$ cat config.mk
export PLATFORM = sky130hd
export DESIGN_NAME = centered_moving_average_flat
export DESIGN_NICKNAME = d
export VERILOG_FILES = /design/src/hw/rtl/cma_pkg.sv /design/src/hw/rtl/cma_in_if.sv /design/src/hw/rtl/cma_out_if.sv /design/src/hw/rtl/cma_cfg_if.sv /design/src/hw/rtl/cma_div.sv /design/src/hw/rtl/centered_moving_average.sv /design/src/flat_wrapper.sv
export VERILOG_INCLUDE_DIRS = /design/src /design/src/hw/rtl
export SDC_FILE = /design/constraint.sdc
export NUM_CORES = 1
export LEC_CHECK = 0
export BUFFER_PORTS_ARGS = -buffer_cell sky130_fd_sc_hd__buf_2
export CORE_MARGIN = 1
export CORE_UTILIZATION = 55
export CTS_CLUSTER_SIZE = 8
export DETAILED_ROUTE_END_ITERATION = 8
export GPL_TIMING_DRIVEN = 0
export PLACE_DENSITY = 0.82
export SLEW_MARGIN = 30
export SYNTH_ARGS = -nofsm -noshare
export SYNTH_HDL_FRONTEND = slang
export SYNTH_SLANG_ARGS = --single-unit
$ cat constraint.sdc
create_clock -name clk_i -period 6.8 [get_ports clk_i]
set_clock_uncertainty 0.1 [all_clocks]
set_input_delay 1.36 -clock clk_i [delete_from_list [all_inputs] [get_ports clk_i]]
set_output_delay 1.36 -clock clk_i [all_outputs]
set_load 0.005 [all_outputs]
$ cat src/hw/rtl/assert_macros.svh
// ---------------------------------------------------------------------------
// Assertion macros
// Shared concurrent assertion forms, clocked on a rising edge and disabled
// while the active-low reset is asserted.
// ---------------------------------------------------------------------------
`ifndef ASSERT_MACROS_SVH
`define ASSERT_MACROS_SVH

// Same-cycle implication: cons must hold whenever ante holds.
`define CMA_ASSERT_IMP(lbl, clk, rstn, ante, cons, msg) \
  lbl: assert property (@(posedge clk) disable iff (!rstn) (ante) |-> (cons)) \
    else $error(msg);

// Next-cycle implication: cons must hold in the cycle after ante.
`define CMA_ASSERT_NXT(lbl, clk, rstn, ante, cons, msg) \
  lbl: assert property (@(posedge clk) disable iff (!rstn) (ante) |=> (cons)) \
    else $error(msg);

`endif

$ cat src/hw/rtl/cma_pkg.sv
// ---------------------------------------------------------------------------
// cma_pkg
// Types, widths and codes for the centered moving average block.
// ---------------------------------------------------------------------------
`default_nettype none

package cma_pkg;

  localparam int MAX_HALF_WIDTH = 16;
  localparam int RING_DEPTH     = 2 * MAX_HALF_WIDTH + 1;
  localparam int SLOT_W         = $clog2(RING_DEPTH);
  localparam int CNT_W          = $clog2(RING_DEPTH + 1);
  localparam int HW_W           = 5;
  localparam int SAMPLE_W       = 16;
  localparam int AVG_W          = 24;
  localparam int WGT_W          = $clog2(MAX_HALF_WIDTH + 2);
  localparam int FRAC_SHIFT     = 9;   // 2 * 256: rounding doubles both sides
  // largest weight sum is the triangular one, (h + 1) squared
  localparam int WSUM_W         = $clog2((MAX_HALF_WIDTH + 1) * (MAX_HALF_WIDTH + 1) + 1);
  localparam int ACC_W          = SAMPLE_W + WSUM_W + 1;
  localparam int NUM_W          = ACC_W - 1 + FRAC_SHIFT;
  localparam int DEN_W          = WSUM_W + 1;
  localparam int DIV_CNT_W      = $clog2(NUM_W + 1);

  localparam int CFG_IDX_W      = 4;
  localparam int CFG_DATA_W     = 8;

  localparam logic [CFG_IDX_W-1:0] CFG_HALF_WIDTH    = 4'd0;
  localparam logic [CFG_IDX_W-1:0] CFG_WEIGHTED_MODE = 4'd1;

  typedef enum logic [2:0] {
    ST_IDLE,
    ST_SETUP,
    ST_MAC,
    ST_DRAIN,
    ST_DIV_LOAD,
    ST_DIV,
    ST_EMIT
  } cma_state_e;

  typedef struct packed {
    logic             start;
    logic [NUM_W-1:0] num;
    logic [DEN_W-1:0] den;
  } cma_div_req_t;

  typedef struct packed {
    logic             done;
    logic [NUM_W-1:0] quot;
  } cma_div_rsp_t;

endpackage

`default_nettype wire

$ cat src/hw/rtl/cma_in_if.sv
// ---------------------------------------------------------------------------
// cma_in_if
// Sample channel: one record sample per item, with end-of-record flag.
// ---------------------------------------------------------------------------
`default_nettype none

interface cma_in_if;
  logic                                valid;
  logic                                ready;
  logic signed [cma_pkg::SAMPLE_W-1:0] sample;
  logic                                last_in;

  modport source (output valid, output sample, output last_in, input ready);
  modport sink   (input valid, input sample, input last_in, output ready);
endinterface

`default_nettype wire

$ cat src/hw/rtl/cma_out_if.sv
// ---------------------------------------------------------------------------
// cma_out_if
// Result channel: one window average per item, with end-of-record flag.
// ---------------------------------------------------------------------------
`default_nettype none

interface cma_out_if;
  logic                             valid;
  logic                             ready;
  logic signed [cma_pkg::AVG_W-1:0] average;
  logic                             last_out;

  modport source (output valid, output average, output last_out, input ready);
  modport sink   (input valid, input average, input last_out, output ready);
endinterface

`default_nettype wire

$ cat src/hw/rtl/cma_cfg_if.sv
// ---------------------------------------------------------------------------
// cma_cfg_if
// Configuration write channel: register index and write data.
// ---------------------------------------------------------------------------
`default_nettype none

interface cma_cfg_if;
  logic                               valid;
  logic                               ready;
  logic [cma_pkg::CFG_IDX_W-1:0]      index;
  logic [cma_pkg::CFG_DATA_W-1:0]     data;

  modport source (output valid, output index, output data, input ready);
  modport sink   (input valid, input index, input data, output ready);
endinterface

`default_nettype wire

$ cat src/hw/rtl/cma_div.sv
// ---------------------------------------------------------------------------
// cma_div
// Bit-serial restoring divider, one quotient bit per cycle.
// ---------------------------------------------------------------------------
`default_nettype none

module cma_div (
  input  wire                   clk_i,
  input  wire                   rst_ni,
  input  cma_pkg::cma_div_req_t req_i,
  output cma_pkg::cma_div_rsp_t rsp_o
);
  import cma_pkg::*;

  logic [NUM_W-1:0]     num_q;
  logic [DEN_W-1:0]     den_q;
  logic [DEN_W-1:0]     rem_q;
  logic [DIV_CNT_W-1:0] cnt_q;
  logic                 busy_q;
  logic                 done_q;

  logic [DEN_W:0]       trial;
  logic                 fits;

  assign trial = {rem_q, num_q[NUM_W-1]};
  assign fits  = trial >= {1'b0, den_q};

  always_ff @(posedge clk_i or negedge rst_ni) begin
    if (!rst_ni) begin
      busy_q <= 1'b0;
      done_q <= 1'b0;
      cnt_q  <= '0;
    end else begin
      done_q <= 1'b0;
      if (req_i.start) begin
        busy_q <= 1'b1;
        cnt_q  <= DIV_CNT_W'(NUM_W);
      end else if (busy_q) begin
        cnt_q <= cnt_q - 1'b1;
        if (cnt_q == DIV_CNT_W'(1)) begin
          busy_q <= 1'b0;
          done_q <= 1'b1;
        end
      end
    end
  end

  // Quotient bits shift into the numerator register from the bottom
  always_ff @(posedge clk_i) begin
    if (req_i.start) begin
      num_q <= req_i.num;
      den_q <= req_i.den;
      rem_q <= '0;
    end else if (busy_q) begin
      num_q <= {num_q[NUM_W-2:0], fits};
      rem_q <= fits ? DEN_W'(trial - {1'b0, den_q}) : trial[DEN_W-1:0];
    end
  end

  assign rsp_o.done = done_q;
  assign rsp_o.quot = num_q;

endmodule

`default_nettype wire

$ cat src/hw/rtl/centered_moving_average.sv
// ---------------------------------------------------------------------------
// centered_moving_average
// Centered moving average over a record of samples, equal or triangular
// weights, window cut at the record ends, 8 fraction bits, rounded.
// ---------------------------------------------------------------------------
//
//  channel     dir  handshake        payload
//  in_chan_i   in   valid / ready    sample[15:0] signed, last_in
//  out_chan_o  out  valid / ready    average[23:0] signed, last_out
//  cfg_chan_i  in   valid / ready    index[3:0], data[7:0]
//
//  An item that causes no result is taken while the block stays idle. Each result
//  passes set-up, a sweep of n + 1 window entries (at most 33) at one ring read
//  per cycle, drain, divider load, the 34-step divider and hand-over.
//  Input waits while an item is worked; a result unclaimed in the output
//  register stalls only the next hand-over. Reset clears control and settings.
//
`default_nettype none
`include "assert_macros.svh"

module centered_moving_average (
  input  wire  clk_i,
  input  wire  rst_ni,
  cma_in_if.sink    in_chan_i,
  cma_out_if.source out_chan_o,
  cma_cfg_if.sink   cfg_chan_i
);
  import cma_pkg::*;

  // ---- configuration ------------------------------------------------------
  logic [HW_W-1:0] hw_q;
  logic            weighted_q;
  logic [HW_W-1:0] h_eff;
  logic            cfg_write;

  assign cfg_chan_i.ready = 1'b1;
  assign cfg_write = cfg_chan_i.valid && cfg_chan_i.ready;
  assign h_eff = (hw_q > HW_W'(MAX_HALF_WIDTH)) ? HW_W'(MAX_HALF_WIDTH) : hw_q;

  // ---- record state -------------------------------------------------------
  logic [CNT_W-1:0]  seen_q;
  logic [SLOT_W-1:0] wp_q;

  // ---- per-item working registers -----------------------------------------
  cma_state_e        state_q, state_d;
  logic [CNT_W-1:0]  cur_q;      // record index of newest sample (saturated)
  logic [SLOT_W-1:0] newest_q;   // ring slot of newest sample
  logic              last_q;
  logic [HW_W-1:0]   h_q;
  logic [HW_W-1:0]   d_q;        // distance back from newest of the position

  // ---- window sweep -------------------------------------------------------
  logic [SLOT_W-1:0] n_q;        // last sweep index
  logic [SLOT_W-1:0] j_q;        // sweep index, distance back from newest
  logic [SLOT_W-1:0] slot_q;
  logic              pv_q;       // read data valid for accumulation
  logic [WGT_W-1:0]  w_q;
  logic signed [SAMPLE_W-1:0] rd_data_q;
  logic signed [ACC_W-1:0]    acc_q;
  logic [WSUM_W-1:0]          wsum_q;
  logic                       neg_q;

  logic signed [SAMPLE_W-1:0] ring_mem [RING_DEPTH];

  // ---- output register ----------------------------------------------------
  logic                    out_valid_q;
  logic signed [AVG_W-1:0] avg_q;
  logic                    last_out_q;

  // ---- control ------------------------------------------------------------
  logic in_accept;
  logic out_free;
  logic emit_load;
  logic has_first;
  logic more_flush;

  cma_div_req_t div_req;
  cma_div_rsp_t div_rsp;

  assign in_chan_i.ready = (state_q == ST_IDLE);
  assign in_accept = in_chan_i.valid && in_chan_i.ready;
  assign out_free  = !out_valid_q || out_chan_o.ready;

  // A result is due at once when the sample h positions to the right is in,
  // or on the final sample, which flushes everything still open.
  assign has_first  = (seen_q >= {1'b0, h_eff}) || in_chan_i.last_in;
  assign more_flush = last_q && (d_q != '0);

  always_comb begin
    state_d   = state_q;
    emit_load = 1'b0;
    unique case (state_q)
      ST_IDLE: begin
        if (in_accept && has_first) state_d = ST_SETUP;
      end
      ST_SETUP:    state_d = ST_MAC;
      ST_MAC: begin
        if (j_q == n_q) state_d = ST_DRAIN;
      end
      ST_DRAIN:    state_d = ST_DIV_LOAD;
      ST_DIV_LOAD: state_d = ST_DIV;
      ST_DIV: begin
        if (div_rsp.done) state_d = ST_EMIT;
      end
      ST_EMIT: begin
        if (out_free) begin
          emit_load = 1'b1;
          state_d   = more_flush ? ST_SETUP : ST_IDLE;
        end
      end
      default:     state_d = ST_IDLE;
    endcase
  end

  always_ff @(posedge clk_i or negedge rst_ni) begin
    if (!rst_ni) begin
      state_q <= ST_IDLE;
    end else begin
      state_q <= state_d;
    end
  end

  // ---- config and record bookkeeping --------------------------------------
  always_ff @(posedge clk_i or negedge rst_ni) begin
    if (!rst_ni) begin
      hw_q       <= HW_W'(2);
      weighted_q <= 1'b0;
      seen_q     <= '0;
      wp_q       <= '0;
    end else begin
      if (in_accept) begin
        if (in_chan_i.last_in) begin
          seen_q <= '0;
          wp_q   <= '0;
        end else begin
          seen_q <= (seen_q == CNT_W'(RING_DEPTH)) ? seen_q : seen_q + 1'b1;
          wp_q   <= (wp_q == SLOT_W'(RING_DEPTH - 1)) ? '0 : wp_q + 1'b1;
        end
      end
      if (cfg_write) begin
        unique case (cfg_chan_i.index)
          CFG_HALF_WIDTH: begin
            hw_q   <= cfg_chan_i.data[HW_W-1:0];
            seen_q <= '0;
            wp_q   <= '0;
          end
          CFG_WEIGHTED_MODE: weighted_q <= cfg_chan_i.data[0];
          default: ;
        endcase
      end
    end
  end

  // ---- ring memory: one write per item, one registered read per sweep cycle
  always_ff @(posedge clk_i) begin
    if (in_accept) ring_mem[wp_q] <= in_chan_i.sample;
    if (state_q == ST_MAC) rd_data_q <= ring_mem[slot_q];
  end

  // ---- sweep datapath -----------------------------------------------------
  logic [CNT_W-1:0]   pos_gap;
  logic [HW_W-1:0]    left;
  logic [SLOT_W-1:0]  gap;
  logic [SLOT_W-1:0]  tri_w;
  logic [WGT_W-1:0]   w_now;
  logic signed [WGT_W+SAMPLE_W:0] prod;
  logic [ACC_W-1:0]   acc_mag;

  // Left reach is cut at the record start: cur - d samples lie before p.
  assign pos_gap = cur_q - CNT_W'(d_q);
  assign left    = (pos_gap > CNT_W'(h_q)) ? h_q : pos_gap[HW_W-1:0];

  // Slot j back from newest sits at distance |d - j| from the position
  assign gap   = (SLOT_W'(d_q) > j_q) ? SLOT_W'(d_q) - j_q : j_q - SLOT_W'(d_q);
  assign tri_w = SLOT_W'(h_q) + 1'b1 - gap;
  assign w_now = weighted_q ? tri_w[WGT_W-1:0] : WGT_W'(1);

  assign prod    = $signed({1'b0, w_q}) * rd_data_q;
  assign acc_mag = acc_q[ACC_W-1] ? ACC_W'(-acc_q) : acc_q;

  always_ff @(posedge clk_i or negedge rst_ni) begin
    if (!rst_ni) begin
      pv_q <= 1'b0;
    end else begin
      pv_q <= (state_q == ST_MAC);
    end
  end

  always_ff @(posedge clk_i) begin
    if (in_accept) begin
      cur_q    <= seen_q;
      newest_q <= wp_q;
      last_q   <= in_chan_i.last_in;
      h_q      <= h_eff;
      d_q      <= (seen_q >= {1'b0, h_eff}) ? h_eff : seen_q[HW_W-1:0];
    end
    if (state_q == ST_SETUP) begin
      n_q    <= SLOT_W'(d_q) + SLOT_W'(left);
      j_q    <= '0;
      slot_q <= newest_q;
      acc_q  <= '0;
      wsum_q <= '0;
    end
    if (state_q == ST_MAC) begin
      w_q    <= w_now;
      j_q    <= j_q + 1'b1;
      slot_q <= (slot_q == '0) ? SLOT_W'(RING_DEPTH - 1) : slot_q - 1'b1;
    end
    if (pv_q) begin
      acc_q  <= acc_q + ACC_W'(prod);
      wsum_q <= wsum_q + WSUM_W'(w_q);
    end
    if (state_q == ST_DIV_LOAD) neg_q <= acc_q[ACC_W-1];
    if (emit_load && more_flush) d_q <= d_q - 1'b1;
  end

  // ---- rounding divide: (512*|acc| + wsum) / (2*wsum) ---------------------
  assign div_req.start = (state_q == ST_DIV_LOAD);
  assign div_req.num   = (NUM_W'(acc_mag) << FRAC_SHIFT) + NUM_W'(wsum_q);
  assign div_req.den   = {wsum_q, 1'b0};

  cma_div u_div (
    .clk_i  (clk_i),
    .rst_ni (rst_ni),
    .req_i  (div_req),
    .rsp_o  (div_rsp)
  );

  // ---- output register ----------------------------------------------------
  logic [AVG_W-1:0] quot_lo;
  assign quot_lo = div_rsp.quot[AVG_W-1:0];

  always_ff @(posedge clk_i or negedge rst_ni) begin
    if (!rst_ni) begin
      out_valid_q <= 1'b0;
    end else begin
      if (emit_load) out_valid_q <= 1'b1;
      else if (out_chan_o.ready) out_valid_q <= 1'b0;
    end
  end

  always_ff @(posedge clk_i) begin
    if (emit_load) begin
      avg_q      <= neg_q ? $signed(AVG_W'(0) - quot_lo) : $signed(quot_lo);
      last_out_q <= last_q && (d_q == '0);
    end
  end

  assign out_chan_o.valid    = out_valid_q;
  assign out_chan_o.average  = avg_q;
  assign out_chan_o.last_out = last_out_q;

  // ---- assertions ---------------------------------------------------------
  `CMA_ASSERT_IMP(a_slot_in_ring, clk_i, rst_ni, state_q == ST_MAC,
                  slot_q < SLOT_W'(RING_DEPTH), "ring slot out of range")
  `CMA_ASSERT_IMP(a_wsum_nonzero, clk_i, rst_ni, state_q == ST_DIV_LOAD,
                  wsum_q != '0, "zero weight sum at divide")
  `CMA_ASSERT_IMP(a_pos_in_record, clk_i, rst_ni, state_q == ST_SETUP,
                  CNT_W'(d_q) <= cur_q, "position before record start")
  `CMA_ASSERT_NXT(a_div_done_in_div, clk_i, rst_ni, state_q == ST_DIV_LOAD,
                  !div_rsp.done && state_q == ST_DIV, "divider timing slip")

endmodule

`default_nettype wire

$ cat src/flat_wrapper.sv
// flat-port wrapper written by rule: the top's interface ports become plain ports
module centered_moving_average_flat import cma_pkg::*;
  (clk_i, rst_ni, in_chan_i_valid, in_chan_i_sample, in_chan_i_last_in, in_chan_i_ready, out_chan_o_valid, out_chan_o_average, out_chan_o_last_out, out_chan_o_ready, cfg_chan_i_valid, cfg_chan_i_index, cfg_chan_i_data, cfg_chan_i_ready);
  cma_in_if in_chan_i_i ();
  cma_out_if out_chan_o_i ();
  cma_cfg_if cfg_chan_i_i ();
  input  wire clk_i;
  input  wire rst_ni;
  input wire logic [$bits(in_chan_i_i.valid)-1:0] in_chan_i_valid;
  input wire logic [$bits(in_chan_i_i.sample)-1:0] in_chan_i_sample;
  input wire logic [$bits(in_chan_i_i.last_in)-1:0] in_chan_i_last_in;
  output wire logic [$bits(in_chan_i_i.ready)-1:0] in_chan_i_ready;
  output wire logic [$bits(out_chan_o_i.valid)-1:0] out_chan_o_valid;
  output wire logic [$bits(out_chan_o_i.average)-1:0] out_chan_o_average;
  output wire logic [$bits(out_chan_o_i.last_out)-1:0] out_chan_o_last_out;
  input wire logic [$bits(out_chan_o_i.ready)-1:0] out_chan_o_ready;
  input wire logic [$bits(cfg_chan_i_i.valid)-1:0] cfg_chan_i_valid;
  input wire logic [$bits(cfg_chan_i_i.index)-1:0] cfg_chan_i_index;
  input wire logic [$bits(cfg_chan_i_i.data)-1:0] cfg_chan_i_data;
  output wire logic [$bits(cfg_chan_i_i.ready)-1:0] cfg_chan_i_ready;
  assign in_chan_i_i.valid = in_chan_i_valid;
  assign in_chan_i_i.sample = in_chan_i_sample;
  assign in_chan_i_i.last_in = in_chan_i_last_in;
  assign in_chan_i_ready = in_chan_i_i.ready;
  assign out_chan_o_valid = out_chan_o_i.valid;
  assign out_chan_o_average = out_chan_o_i.average;
  assign out_chan_o_last_out = out_chan_o_i.last_out;
  assign out_chan_o_i.ready = out_chan_o_ready;
  assign cfg_chan_i_i.valid = cfg_chan_i_valid;
  assign cfg_chan_i_i.index = cfg_chan_i_index;
  assign cfg_chan_i_i.data = cfg_chan_i_data;
  assign cfg_chan_i_ready = cfg_chan_i_i.ready;
  centered_moving_average u_core (.clk_i(clk_i), .rst_ni(rst_ni), .in_chan_i(in_chan_i_i), .out_chan_o(out_chan_o_i), .cfg_chan_i(cfg_chan_i_i));
endmodule
## Word level (Yosys, flattened, before mapping)

Memory sizes are Yosys's and may differ from the RTL's. A register that Yosys moved wholly into a read port is not among the register bits.
Cells that the tools add are included.

| storage, ports and cells | value |
|---|---|
| register bits | 191 |
| bits in writable memories | 528 |
| input bits | 34 |
| output and inout port bits | 28 |
| logic and storage cells | 138 |
| memories kept | 1 |

Memories:

| name | words | width | read ports | clocked after Yosys merged registers in | write ports | RTL line | source |
|---|---|---|---|---|---|---|---|
| u_core.ring_mem | 33 | 16 | 1 | 1 | 1 | centered_moving_average.sv:63 | `logic signed [SAMPLE_W-1:0] ring_mem [RING_DEPTH];` |

| cells by class | value |
|---|---|
| add/subtract/negate cells | 18 |
| $mul | 1 |
| magnitude comparators | 5 |
| eq/ne operators | 15 |
| multiplexer cells | 50 |
| reductions and logical operators | 21 |

Operators with widths:

| operator | number |
|---|---|
| 6-bit 2-to-1 mux | 17 |
| 34-bit 2-to-1 mux | 2 |
| 26-bit 2-to-1 mux | 2 |
| 34-bit by 9-bit adder with 34-bit output | 1 |
| 5-bit 2-to-1 mux | 6 |
| 26-bit by 22-bit adder with 26-bit output | 1 |
| 25-bit 2-to-1 mux | 1 |
| 25-bit negator | 1 |
| 24-bit 2-to-1 mux | 1 |
| 1-bit by 24-bit subtractor with 24-bit output, first input constant | 1 |
| 6-bit by 16-bit multiplier with 22-bit output | 1 |
| 3-bit one-hot mux with 7 select lines | 1 |
| 6-bit by 1-bit adder with 6-bit output, second input constant | 3 |
| 9-bit 2-to-1 mux | 2 |
| 5-bit subtractor | 3 |
| 1-bit 2-to-1 mux | 13 |
| 6-bit == test, second input constant | 2 |
| 3-bit 2-to-1 mux | 4 |
| 6-bit by 1-bit subtractor with 6-bit output, second input constant | 2 |
| 11-bit by 10-bit >= comparator with 1-bit output | 1 |
| 10-bit 2-to-1 mux | 1 |
| 2-bit nonzero test | 5 |
| 10-bit subtractor | 1 |
| 9-bit by 5-bit adder with 9-bit output | 1 |
| 26 further kinds | 37 |

## Depth between registers and ports, before layout

| depth | value |
|---|---|
| depth after elaboration | 7 |
| mapped depth | 20 |
| gate-level depth less buffers | 20 |

## Cells and area by module

Synthesis repeated with hierarchy kept, for this count alone.

| unflattened totals | value |
|---|---|
| cells, all modules | 2369 |
| area total of the unflattened synthesis | 35426.5 um2 |

By module, submodules not included:

| module | instances | cells each | area each (um2) | sequential area each (um2) |
|---|---|---|---|---|
| centered_moving_average | 1 | 2116 | 32229.7 | 20125.6 |
| cma_div | 1 | 253 | 3196.8 | 1721.7 |

## Worst setup path after synthesis

No wires, ideal clock.

| path | value |
|---|---|
| path kind | reg-to-reg |
| start point | reg u_core.w_q[2] |
| end point | reg u_core.acc_q[18], data pin |
| setup time | 0.265 ns |
| arrival time | 4.708 ns |
| required time | 6.435 ns |
| slack | 1.727 ns |
| stages on the path, launching flop included | 17 |
| path buffers | 1 |
| clock period less this slack | 5.073 ns |
| cell sequence | edfxtp_1 clkbuf_1 and2_1 fa_1 fa_1 fa_1 inv_1 fa_1 inv_1 ha_1 a21o_1 a21o_1 a221o_1 a31oi_1 o22ai_1 a211oi_1 mux2i_1 |

| on the way | value |
|---|---|
| word-level cells in the longest chain between the ends | 3 |

RTL lines:

| what | RTL line | source |
|---|---|---|
| start, declared | centered_moving_average.sv:57 | `logic [WGT_W-1:0] w_q;` |
| start signal, assigned | centered_moving_average.sv:205 | `w_q <= w_now;` |
| 6-bit by 16-bit multiplier with 22-bit output | centered_moving_average.sv:178 | `assign prod = $signed({1'b0, w_q}) * rd_data_q;` |
| 26-bit by 22-bit adder with 26-bit output | centered_moving_average.sv:210 | `acc_q <= acc_q + ACC_W'(prod);` |
| 26-bit 2-to-1 mux | centered_moving_average.sv:209 | `if (pv_q) begin` |
| end signal, assigned | centered_moving_average.sv:210 |  |
| end, declared | centered_moving_average.sv:59 | `logic signed [ACC_W-1:0] acc_q;` |

No other way between the ends.
A chain may end at the register's enable or synchronous reset.

## Final worst setup path

| path | value |
|---|---|
| start point | reg u_core.w_q[1] |
| end point | reg u_core.acc_q[18], data pin |

Same word-level chain as after synthesis.

==> results.yml <==
grt:
  grt_pass1_wl_mm: 128.5
  use_met1: 0.3337
  grt_max_degree: 36
  grt_use_met3: 0.05234
  antenna_found_initial: 1
  grt_use_total: 0.2720
  grt_remaining_overflow: 0
  grt_busiest_layer: "met2"
  first_global_vias: 21250
  use_met2: 0.4650
clocking:
  cts_setup_buffers: 0
  cts.sinks: 735
  cts-root-buf: "clkbuf_16"
  path_clk_slew_ps: 50
  htree_levels: 3
  cts-buffers-inserted: 103
  clk_path_buf_depth: 3
  insertion_delay_ps: 670
  cts_tree: "done"
  hold_buffers: 0
  cts_resized: 0
timing:
  worst_pin_slew_ps: 1045
  timing.fmax_mhz: 165.0
  slew_headroom: 0.3035
  min_period_ps: 6060
  finalWorstSetupSlack_ps: 739.8
  whs_ps: 341.7
  hold_viol_final: 0
  setup_viol_count_final: 0
  period_share: 0.8912
  rsz0062_at_grt: "false"
  tns_ps: 0
  slew_violations: 0
drt:
  wl_per_cell_um: 25.44
  firstDrtPassIters: 6
  vias_per_cell: 6.133
  routed_wl_mm: 84.96
  first_iter_violations: 2093
  num_vias: 20480
  drc: 0
  detail-route-antenna-nets: 0
setup_path:
  cp_common_cell: "fa_1"
  cpPeakStageDelay_ps: 590
  path_class: "register to register"
  crit_required_ps: 7050
  crit_path_start_kind: "register"
  crit_path_max_fanout: 10
  cp.arrival_ps: 6310
  cp_slowest_cell: "edfxtp_1"
  cp-end-kind: "register"
  cp_cell_sequence: "clkbuf_1 -> and2_1 -> fa_1 -> fa_1 -> fa_1 -> inv_1 -> fa_1 -> inv_1 -> ha_1 -> a21o_1 -> a21o_1 -> a221o_1 -> a31oi_1 -> o22ai_1 -> a211oi_1 -> mux2i_1"
synthesis:
  synthCells: 2263
  synth_edf_count: 694
  synth_warnings: 0
  ys_seq_elements: 735
  yosys-top-cells-area: "edfxtp_1 60%, mux4_2 10%, fa_1 4.5%"
  syn_avg_cell_area_um2: 15.44
  synth_area_um2: 34930
  synth_top_area_cell: "edfxtp_1"
  async_flop_share: 0.04218
  synth-main-ff-cell: "edfxtp_1"
  syn-num-nets: 2489
  synth_cell_type_count: 69
  synth_top_area_frac: 0.5966
  synth-seq-area-share: 0.6245
die:
  initial_utilization: 0.5548
  die_area_um2: 64530
  num_rows: 92
  coreArea_um2: 62970
  io_pins: 62
  die_y_um: 254.0
  die_w_um: 254.0
finish:
  multi_input_area_um2: 12180
  synthToLayoutAreaGrowth_pct: 13.49
  fin_nets: 2678
  seq_area_um2: 21820
  drive_gt1_frac: 0.1760
  diodes: 0
  fillers: 4264
placed_design:
  pre_cts_slack_ps: 848.0
  portBuffers: 57
  dp_hpwl_mm: 54.92
  place_congestion: 0.8866
power:
  ir_drop_uv: 376.0
  p_leak_nw: 14.52
  powerDensity_nw_per_um2: 527.2
  total_power_mw: 20.90
job:
  maxCapViolations: 0
min_path:
  worst_hold_path_type: "register to register"
run_status:
  status: "complete, no violations"
==> cell type report <==
class | instances | share of cell area
clock inverters | 9 | 0.005397
flip-flops and latches | 735 | 0.5503
well taps | 846 | 0.02670
inverters | 182 | 0.01723
clock buffers | 138 | 0.06858
repair buffers | 84 | 0.01537
multi-input cells | 1257 | 0.3073
plain buffers | 89 | 0.009058
==> Yosys cell counts (4+ instances only) <==
library cell  instances
edfxtp_1            694
inv_1               182
mux4_2              157
nand2_1             148
ha_1                113
and2_1              102
o21ai_0              97
nor2_1               90
xnor2_1              80
fa_1                 79
clkbuf_1             67
a21oi_1              63
a21o_1               34
mux2i_1              33
dfrtp_1              30
xor2_1               29
nand3_1              22
nor3_1               20
nand2b_1             16
o31ai_1              16
nor2b_1              15
buf_2                13
mux2_2               12
nor3b_1              12
dfxtp_1              10
or3_1                10
a211oi_1              8
buf_1                 8
a31oi_1               7
nand4_1               7
and3_1                6
or2_2                 6
nand3b_1              5
o21a_1                5
o21bai_1              5
a41oi_1               4
nor4_1                4
o22ai_1               4
o41ai_1               4
==> through the flow <==
stage	instance area (um2)	utilization	std cells
2_1_floorplan	34930	-	2263
3_3_place_gp	36280	0.5761	3166
3_5_place_dp	36710	0.5830	3193
4_1_cts	39640	0.6296	3340
5_1_grt	39640	0.6296	3340
6_report	39640	0.6296	3340
==> worst max-delay path: cells and delay by family, from the launching register on <==
kind | cells | cell delay [ps]
fa+ha+maj | 5 | 2300
compound gates | 6 | 1870
simple gates | 1 | 230
mux | 1 | 120
flops | 1 | 590
buf+inv | 3 | 550
==> sequential cells by signal (all words and copies together), names as in the netlist, 9 cells and up <==
name / count
u_core.u_div.den_q: 9
u_core.out_chan_o.average: 24
u_core.acc_q: 26
u_core.rd_data_q: 16
u_core.ring_mem: 528
u_core.u_div.num_q: 34
u_core.wsum_q: 9
u_core.u_div.rem_q: 10
==> placed cells by master, fill, tap and decap left out, drive strengths merged, types with 20 or more instances in the layout <==
cell | synthesis | final
xor2 | 29 | 29
nand3 | 22 | 22
nor2 | 90 | 90
xnor2 | 80 | 80
edfxtp | 694 | 694
clkbuf | 67 | 206
inv | 182 | 184
nor3 | 20 | 20
buf | 22 | 105
nand2 | 148 | 148
fa | 79 | 79
a21oi | 63 | 63
mux4 | 157 | 157
o21ai | 101 | 101
mux2i | 33 | 33
dfrtp | 30 | 30
ha | 113 | 113
a21o | 34 | 34
and2 | 102 | 102
==> worst paths after layout <==
path,from,slack [ps],to,cells after the start
setup reg to reg,u_core.w_q[1],740,u_core.acc_q[18],16
min in group asynchronous,rst_ni,690,u_core.weighted_q,1
setup / recovery,u_core.w_q[1],740,u_core.acc_q[18],16
hold reg to reg,u_core.acc_q[25],340,u_core.neg_q,0
max in group asynchronous,rst_ni,5410,u_core.u_div.done_q,1
hold / removal,u_core.acc_q[25],340,u_core.neg_q,0
==> power by group <==
part | total, mW | internal (mW) | switching, mW
clock | 4.74 | 2.83 | 1.90
sequential | 6.20 | 5.76 | 0.437
combinational | 9.96 | 4.18 | 5.79
total | 20.9 | 12.8 | 8.13
==> cells by family (layout without fill, tap and decap cells) <==
kind of cell | Yosys count | count (layout) | synth area share
DFF | 735 | 735 | 0.6245
and+or+nand+nor | 479 | 479 | 0.06952
AOI/OAI and AO/OA | 274 | 274 | 0.04853
buffers and inverters | 271 | 502 | 0.02969
muxes | 202 | 202 | 0.1145
adders and majority gates | 192 | 192 | 0.08575
xor gates and xnor gates | 109 | 109 | 0.02733
other | 1 | 1 | 0.0001073
==> metal layers <==
metal / wire (um) / share of wire / vias up
li1: - / - / 8805
met1: 31640 / 0.37 / 10330
met2: 42770 / 0.50 / 1121
met3: 6501 / 0.077 / 229
met4: 4046 / 0.048 / 0
met5: 0 / 0 / -
(Power assumes the default switching activity.)
